`src/wmvh_pkg.sv`:
```
// ----------------------------------------------------------------------------
// wmvh_pkg
// Shared types and constants for the windowed minimum voltage hold block.
// ----------------------------------------------------------------------------
package wmvh_pkg;

  localparam int unsigned MvW   = 16;
  localparam int unsigned ShowW = 15;
  localparam int unsigned TimeW = 64;
  localparam int unsigned IntvW = 32;

  localparam int unsigned InDataW  = MvW + TimeW;
  localparam int unsigned OutDataW = 16;

  localparam logic [IntvW-1:0] IntervalReset = 32'd1000000;

  typedef struct packed {
    logic                    ok;
    logic signed [MvW-1:0]   mv;
    logic signed [TimeW-1:0] t_us;
  } sample_t;

  typedef struct packed {
    logic             ok;
    logic [ShowW-1:0] mv;
  } shown_t;

endpackage

```
`src/wmvh_core.sv`:
```
// ----------------------------------------------------------------------------
// wmvh_core
// Window state and the one-pass update that runs for each sample beat.
// ----------------------------------------------------------------------------
module wmvh_core (
  input  logic                            clk,
  input  logic                            rst_n,
  input  logic                            step,
  input  wmvh_pkg::sample_t               sample,
  input  logic [wmvh_pkg::IntvW-1:0]      interval,
  output wmvh_pkg::shown_t                result
);

  logic                              have_shown_r, have_shown_nxt;
  logic                              win_has_r, win_has_nxt;
  logic [wmvh_pkg::TimeW-1:0]        win_start_r, win_start_nxt;
  logic [wmvh_pkg::ShowW-1:0]        win_low_r, win_low_nxt;
  logic [wmvh_pkg::ShowW-1:0]        shown_r, shown_nxt;

  logic                              valid;
  logic [wmvh_pkg::ShowW-1:0]        mv;
  logic [wmvh_pkg::TimeW:0]          diff;
  logic                              backwards;
  logic                              elapsed;
  logic                              take_low;
  logic [wmvh_pkg::ShowW-1:0]        low_upd;
  logic                              has_upd;

  assign valid = sample.ok && !sample.mv[wmvh_pkg::MvW-1];
  assign mv    = sample.mv[wmvh_pkg::ShowW-1:0];

  // signed compare and elapsed time from one 65-bit subtract
  assign diff      = {sample.t_us[wmvh_pkg::TimeW-1], sample.t_us}
                   - {win_start_r[wmvh_pkg::TimeW-1], win_start_r};
  assign backwards = diff[wmvh_pkg::TimeW];
  assign elapsed   = (|diff[wmvh_pkg::TimeW-1:wmvh_pkg::IntvW])
                   || (diff[wmvh_pkg::IntvW-1:0] >= interval);

  assign take_low = valid && (!win_has_r || (mv < win_low_r));
  assign low_upd  = take_low ? mv : win_low_r;
  assign has_upd  = win_has_r || take_low;

  always_comb begin
    have_shown_nxt = have_shown_r;
    win_has_nxt    = win_has_r;
    win_start_nxt  = win_start_r;
    win_low_nxt    = win_low_r;
    shown_nxt      = shown_r;
    if (!have_shown_r) begin
      if (valid) begin
        have_shown_nxt = 1'b1;
        win_has_nxt    = 1'b1;
        win_start_nxt  = sample.t_us;
        win_low_nxt    = mv;
        shown_nxt      = mv;
      end
    end else if (backwards) begin
      win_start_nxt = sample.t_us;
      win_has_nxt   = valid;
      if (valid) begin
        win_low_nxt = mv;
      end
    end else if (elapsed) begin
      if (has_upd) begin
        shown_nxt = low_upd;
      end
      win_start_nxt = sample.t_us;
      win_has_nxt   = valid;
      win_low_nxt   = valid ? mv : low_upd;
    end else begin
      win_has_nxt = has_upd;
      win_low_nxt = low_upd;
    end
  end

  always_comb begin
    result.ok = have_shown_nxt;
    result.mv = have_shown_nxt ? shown_nxt : '0;
  end

  always_ff @(posedge clk) begin
    if (!rst_n) begin
      have_shown_r <= 1'b0;
      win_has_r    <= 1'b0;
      win_start_r  <= '0;
      win_low_r    <= '0;
      shown_r      <= '0;
    end else if (step) begin
      have_shown_r <= have_shown_nxt;
      win_has_r    <= win_has_nxt;
      win_start_r  <= win_start_nxt;
      win_low_r    <= win_low_nxt;
      shown_r      <= shown_nxt;
    end
  end

endmodule

```
`src/windowed_minimum_voltage_hold.sv`:
```
// ----------------------------------------------------------------------------
// windowed_minimum_voltage_hold
// Holds the lowest valid battery voltage of each time window for display.
// ----------------------------------------------------------------------------
// Input beats carry one timestamped sample: tuser is the converter's ok flag,
// tdata the signed millivolt value and the signed microsecond timestamp.
// Each input beat yields exactly one output beat: tuser says whether a shown
// value exists yet, tdata carries the shown millivolts (zero until then).
// The cfg channel writes the window length in microseconds; cfg_ready is
// always high, and writes are expected only while the block is idle.
// An input beat passes through the input register, then the window update
// and the output register. Throughput is one beat per cycle while the output
// is not stalled; the 65-bit time subtract and compare are combinational.
// Reset (synchronous, rst_n low) clears both pipeline slots, the window
// state and loads the default interval of 1000000 us.
// When out_tready is low the output beat holds; the input register still
// takes a beat if it is empty, then in_tready drops until the output drains.
// ----------------------------------------------------------------------------
module windowed_minimum_voltage_hold (
  input  logic                              clk,
  input  logic                              rst_n,
  input  logic                              in_tvalid,
  output logic                              in_tready,
  input  logic [wmvh_pkg::InDataW-1:0]      in_tdata,   // sample_mv, time_us
  input  logic                              in_tuser,   // sample_ok
  output logic                              out_tvalid,
  input  logic                              out_tready,
  output logic [wmvh_pkg::OutDataW-1:0]     out_tdata,  // shown_mv, zero pad
  output logic                              out_tuser,  // shown_ok
  input  logic                              cfg_valid,
  output logic                              cfg_ready,
  input  logic [wmvh_pkg::IntvW-1:0]        cfg_data    // update_interval_us
);

  logic [wmvh_pkg::IntvW-1:0] interval_r;
  logic                       in_valid_r;
  wmvh_pkg::sample_t          in_r;
  logic                       out_valid_r;
  wmvh_pkg::shown_t           out_r;
  wmvh_pkg::shown_t           result;
  logic                       adv;

  assign cfg_ready = 1'b1;
  assign adv       = !out_valid_r || out_tready;
  assign in_tready = !in_valid_r || adv;

  always_ff @(posedge clk) begin
    if (!rst_n) begin
      interval_r <= wmvh_pkg::IntervalReset;
    end else if (cfg_valid) begin
      interval_r <= cfg_data;
    end
  end

  always_ff @(posedge clk) begin
    if (!rst_n) begin
      in_valid_r <= 1'b0;
    end else if (in_tready) begin
      in_valid_r <= in_tvalid;
    end
  end

  always_ff @(posedge clk) begin
    if (in_tready && in_tvalid) begin
      in_r.ok   <= in_tuser;
      in_r.mv   <= in_tdata[wmvh_pkg::MvW-1:0];
      in_r.t_us <= in_tdata[wmvh_pkg::InDataW-1:wmvh_pkg::MvW];
    end
  end

  wmvh_core u_core (
    .clk      (clk),
    .rst_n    (rst_n),
    .step     (in_valid_r && adv),
    .sample   (in_r),
    .interval (interval_r),
    .result   (result)
  );

  always_ff @(posedge clk) begin
    if (!rst_n) begin
      out_valid_r <= 1'b0;
    end else if (adv) begin
      out_valid_r <= in_valid_r;
    end
  end

  always_ff @(posedge clk) begin
    if (adv && in_valid_r) begin
      out_r <= result;
    end
  end

  assign out_tvalid = out_valid_r;
  assign out_tuser  = out_r.ok;
  assign out_tdata  = {{(wmvh_pkg::OutDataW - wmvh_pkg::ShowW){1'b0}}, out_r.mv};

  a_stall_only_when_full: assert property (@(posedge clk) disable iff (!rst_n)
    !in_tready |-> (out_valid_r && !out_tready))
    else $error("input stalled while output slot could drain");

  a_advance_fills_output: assert property (@(posedge clk) disable iff (!rst_n)
    (in_valid_r && adv) |=> out_valid_r)
    else $error("advanced beat did not reach output register");

  a_no_show_zero: assert property (@(posedge clk) disable iff (!rst_n)
    (out_valid_r && !out_r.ok) |-> (out_r.mv == '0))
    else $error("shown value nonzero before first valid sample");

endmodule

```
`config.mk`:
```
export PLATFORM = sky130hd
export DESIGN_NAME = windowed_minimum_voltage_hold
export DESIGN_NICKNAME = d
export VERILOG_FILES = /design/src/wmvh_pkg.sv /design/src/wmvh_core.sv /design/src/windowed_minimum_voltage_hold.sv
export SDC_FILE = /design/constraint.sdc
export NUM_CORES = 1
export LEC_CHECK = 0
export BUFFER_PORTS_ARGS = -buffer_cell sky130_fd_sc_hd__buf_2
export CORE_MARGIN = 8
export CORE_UTILIZATION = 45
export DETAILED_ROUTE_END_ITERATION = 12
export GPL_TIMING_DRIVEN = 0
export SLEW_MARGIN = 5
export SYNTH_ARGS = -nofsm -noshare
export SYNTH_HDL_FRONTEND = slang
export SYNTH_SLANG_ARGS = --single-unit
```
`constraint.sdc`:
```
create_clock -name clk -period 9.37 [get_ports clk]
set_clock_uncertainty 0.1 [all_clocks]
set_input_delay 1.874 -clock clk [delete_from_list [all_inputs] [get_ports clk]]
set_output_delay 1.874 -clock clk [all_outputs]
set_load 0.05 [all_outputs]
```
==> impl_results.html <==
<table>
<tr><th>Metric</th><th>Value</th></tr>
<tr><th colspan="2">Logic synthesis</th></tr>
<tr><td>Synthesized Nets</td><td>1,981</td></tr>
<tr><td>Post-Synth Simple-Gate Area</td><td>0.183</td></tr>
<tr><td>Area share of fa/ha/maj cells after synthesis</td><td>0.0930</td></tr>
<tr><td>Synth Area in Compound Gates</td><td>0.194</td></tr>
<tr><td>Top cell type's share of synthesized area</td><td>0.194</td></tr>
<tr><td>EDFF count, synth</td><td>97</td></tr>
<tr><td>Biggest area consumer among synthesized cells</td><td>edfxtp_1</td></tr>
<tr><td>Syn Std Cell Area</td><td>between 15,000 and 20,000 um2</td></tr>
<tr><td>Mux share of post-synthesis cell area</td><td>0.0729</td></tr>
<tr><td>Largest family of logic cells by synthesized area</td><td>compound AO/OA/AOI/OAI gates</td></tr>
<tr><td>Most instantiated cells after synthesis</td><td>nand2_1, dfxtp_1, inv_1, a21oi_1, ha_1</td></tr>
<tr><td>Count of mapped cells out of synthesis</td><td>between 1,500 and 2,000</td></tr>
<tr><td>Seq/Total Area, Yosys</td><td>0.367</td></tr>
<tr><td>Area contributors post-synth</td><td>edfxtp_1, dfxtp_1, ha_1, nand2_1, mux2i_1</td></tr>
<tr><td>Syn_area_per_cell</td><td>around 8.6 um2</td></tr>
<tr><td>Number of distinct library cell variants in the gate-level netlist after synthesis</td><td>75</td></tr>
<tr><td>Primary flip-flop cell chosen by synthesis mapping</td><td>dfxtp_1</td></tr>
<tr><td>FFs w/ async S/R, synth</td><td>0</td></tr>
<tr><td>Flip-flop and latch count after synthesis</td><td>around 230</td></tr>
<tr><td>Ys Warns</td><td>0</td></tr>
<tr><td>Most frequently used cell type in the post-synthesis netlist</td><td>nand2_1</td></tr>
<tr><td>Synth Area in XOR/XNOR</td><td>0.0233</td></tr>
<tr><th colspan="2">Setup path</th></tr>
<tr><td>CP Cell Sequence</td><td>inv_1, ha_1, fa_1, nand2b_1, a21o_1, a2111oi_0, or2_2, a21oi_1, xnor2_1, ha_1, nand3_1, a31oi_1, o31ai_1, or4b_1, a222oi_1, nand4_1, nor4_1, nor4b_2, nand3_2, o211a_1, buf_2, buf_2, mux2i_1</td></tr>
<tr><td>Gate family responsible for the most delay along the worst path</td><td>simple AND/OR/NAND/NOR gates</td></tr>
<tr><td>CP bufs+invs</td><td>3</td></tr>
<tr><td>Critical path required time</td><td>9690 ps</td></tr>
<tr><td>Class of the most critical setup path</td><td>reg2reg</td></tr>
<tr><td>Worst path slowest cell</td><td>a2111oi_0</td></tr>
<tr><td>Critical Path AT</td><td>7120 ps</td></tr>
<tr><td>Kind of end point of the critical path</td><td>flip-flop</td></tr>
<tr><td>Startpoint type of the worst setup path</td><td>flip-flop</td></tr>
<tr><td>Largest incremental delay on the critical path</td><td>660 ps</td></tr>
<tr><td>Maximum fanout count along the critical path</td><td>10</td></tr>
<tr><th colspan="2">Global routing</th></tr>
<tr><td>Via count of the first global-routing pass</td><td>about 13,000</td></tr>
<tr><td>Maximum number of pins on one net before global-route repair</td><td>48</td></tr>
<tr><td>Number of antenna violations at the first check in global routing</td><td>0</td></tr>
<tr><td>Wire length of the first global-routing pass</td><td>69,500 um</td></tr>
<tr><td>Overflow left after global routing</td><td>0</td></tr>
<tr><td>Global routing usage summed across all routing layers</td><td>0.219</td></tr>
<tr><th colspan="2">CTS</th></tr>
<tr><td>Gates resized, CTS repair</td><td>0</td></tr>
<tr><td>Hold buffers post-CTS</td><td>0</td></tr>
<tr><td>H-tree levels</td><td>1</td></tr>
<tr><td>Maximum clock path buffer count</td><td>3</td></tr>
<tr><td>CTS Root Buffer Type</td><td>clkbuf_16</td></tr>
<tr><td>Number of setup buffers added after CTS</td><td>0</td></tr>
<tr><td>TritonCTS clock tree</td><td>yes</td></tr>
<tr><td>Count of clock tree sinks</td><td>between 200 and 250</td></tr>
<tr><td>Total CTS buffers</td><td>26</td></tr>
<tr><td>Clock-pin slew of the registers on the worst-case setup and hold paths</td><td>60 ps</td></tr>
<tr><td>Clk_lat worst skew</td><td>around 560 ps</td></tr>
<tr><th colspan="2">Floorplan</th></tr>
<tr><td>Cell Rows</td><td>67</td></tr>
<tr><td>Initial Util</td><td>0.452</td></tr>
<tr><td>Number of ports placed on the die boundary</td><td>138</td></tr>
<tr><td>Core Area</td><td>33,200 um2</td></tr>
<tr><td>Height of the die</td><td>199 um</td></tr>
<tr><td>Die X</td><td>199 um</td></tr>
<tr><td>Full die area</td><td>a little under 40,000 um2</td></tr>
<tr><th colspan="2">Routing</th></tr>
<tr><td>Initial DRC Count</td><td>808</td></tr>
<tr><td>Vias after detailed routing</td><td>13,200</td></tr>
<tr><td>Via-to-Cell Ratio</td><td>between 5 and 6</td></tr>
<tr><td>Drt total wl</td><td>44,100 um</td></tr>
<tr><td>First-pass detailed-route iteration total</td><td>5</td></tr>
<tr><td>Detail Route Antenna Nets</td><td>0</td></tr>
<tr><td>Average wire per standard cell</td><td>18.5 um</td></tr>
<tr><td>DRC</td><td>0</td></tr>
<tr><th colspan="2">STA</th></tr>
<tr><td>Fmax</td><td>between 100 and 150 MHz</td></tr>
<tr><td>Setup repair after global routing missed its margin</td><td>no</td></tr>
<tr><td>Final-report hold violation count</td><td>0</td></tr>
<tr><td>Total negative setup slack</td><td>0 ps</td></tr>
<tr><td>Fin. max-slew vios</td><td>0</td></tr>
<tr><td>Transition time at the pin with the least slew margin</td><td>1110 ps</td></tr>
<tr><td>Time the final worst path needs with I/O delays and setup</td><td>around 6800 ps</td></tr>
<tr><td>Max transition margin</td><td>0.257</td></tr>
<tr><td>Setup violations, final</td><td>0</td></tr>
<tr><td>Portion of the clock cycle consumed by the worst path in the final layout</td><td>0.726</td></tr>
<tr><th colspan="2">Cells and area</th></tr>
<tr><td>Diodes inserted</td><td>0</td></tr>
<tr><td>Ratio of cells with drive above 1 in the final layout</td><td>0.120</td></tr>
<tr><td>Fillers</td><td>3,279</td></tr>
<tr><td>Fin util</td><td>0.515</td></tr>
<tr><td>Total Nets Final</td><td>between 2,000 and 2,500</td></tr>
<tr><td>Layout overhead on the synthesized area</td><td>14.0%</td></tr>
<tr><th colspan="2">Placed design</th></tr>
<tr><td>RePlAce Congestion</td><td>0.914</td></tr>
<tr><td>Final HPWL DP</td><td>35,400 um</td></tr>
<tr><td>Buffers added on ports</td><td>134</td></tr>
<tr><th colspan="2">Power and ir drop</th></tr>
<tr><td>Peak ir drop on the vdd network</td><td>~0.14 mV</td></tr>
<tr><td>Pwr per Cell Area</td><td>156 nW/um2</td></tr>
<tr><td>P_leak</td><td>6.55 nW</td></tr>
<tr><th colspan="2">Run</th></tr>
<tr><td>Max-cap violations</td><td>0</td></tr>
<tr><th colspan="2">Worst hold path</th></tr>
<tr><td>Class of the tightest hold or removal check</td><td>reg2reg</td></tr>
<tr><th colspan="2">Outcome</th></tr>
<tr><td>Outcome</td><td>finished, final reports clean</td></tr>
</table>
==> cell usage in the layout, fill, tap and decap left out, drive strengths merged, types with 9 or more instances in the layout <==
cell type,instances
buf,180
xor2,18
xnor2,22
a21o,48
nor2,67
o21a,10
a222oi,16
o31ai,23
nand4,41
mux2i,106
a221oi,17
edfxtp,97
ha,110
a21oi,114
o2bb2ai,15
o21ai,72
o211ai,21
nand2,306
dfxtp,130
a31oi,25
clkbuf,103
nand2b,9
and4,17
and2,21
nor2b,34
inv,130
nor3,19
nand3,40
==> through the flow <==
stage / setup slack [ps] / area (um2) / hold WS [ps] / power (mW) / std cells
6_report: 2560 / 17100 / 355 / 2.67 / 2383
2_1_floorplan: 4160 / 15000 / 335 / 1.52 / 1752
3_3_place_gp: 2740 / 16200 / 343 / 1.68 / 2334
4_1_cts: 2650 / 17100 / 357 / 2.70 / 2383
5_1_grt: 2160 / 17100 / 369 / 2.81 / 2383
3_5_place_dp: 2690 / 16300 / 348 / 1.69 / 2335
==> routing by layer <==
| metal | share of wire | global-route usage | vias to the layer above |
|---|---|---|---|
| met5 | 0 | 0 | - |
| met2 | 0.46 | 0.361 | 354 |
| met4 | 0.026 | 0.0697 | 0 |
| met1 | 0.46 | 0.293 | 6189 |
| li1 | - | - | 6636 |
| met3 | 0.055 | 0.0306 | 65 |
==> final cells by class <==
cell class	instances	area [um2]	share of cell area
Inverter	128	480	0.0281
Sequential cell	227	5520	0.322
Clock inverter	15	148	0.00863
Buffer	115	517	0.0302
Multi-Input combinational cell	1282	8500	0.497
Tap cell	448	561	0.0328
Clock buffer	33	687	0.0401
Timing Repair Buffer	135	698	0.0408
==> worst paths after layout <==
| kind | from | to | slack (ps) | cells past startpoint |
|---|---|---|---|---|
| setup / recovery | in_r[0] | u_core.win_start_r[54] | 2560 | 23 |
| hold / removal | u_core.win_start_r[15] | u_core.win_start_r[15] | 350 | 2 |
| setup reg to reg | in_r[0] | u_core.win_start_r[54] | 2560 | 23 |
| hold reg to reg | u_core.win_start_r[15] | u_core.win_start_r[15] | 350 | 2 |
==> flip-flops by register name, indices dropped and copies added (netlist names) <==
register	cells
u_core.have_shown_r	1
in_r	81
out_tuser	1
u_core.win_start_r	64
u_core.win_has_r	1
in_valid_r	1
out_tvalid	1
u_core.shown_r	15
u_core.win_low_r	15
out_tdata	15
interval_r	32
==> cell families (layout without fill, tap and decap cells) <==
family          Yosys count  after routing
simple gates            587            587
compound gates          433            433
buf+inv                 243            426
flops                   227            227
fa+ha+maj               111            111
mux                     109            109
xor+xnor                 40             40
other cells               2              2
==> worst reg2reg max path: stages, from the launching register on <==
cell and delay (ps):
edfxtp_1 360, inv_1 50, ha_1 230, fa_1 420, nand2b_1 200, a21o_1 240, a2111oi_0 660, or2_2 270
a21oi_1 130, xnor2_1 260, ha_1 290, nand3_1 90, a31oi_1 70, o31ai_1 280, or4b_1 460, a222oi_1 260
nand4_1 150, nor4_1 360, nor4b_2 400, nand3_2 270, o211a_1 350, buf_2 310, buf_2 320, mux2i_1 170
==> power by group <==
group          internal, mW  switching, mW
sequential             1.08         0.0330
clock                 0.576          0.420
combinational         0.209          0.344
No activity file was read; power rests on OpenSTA's default activity.
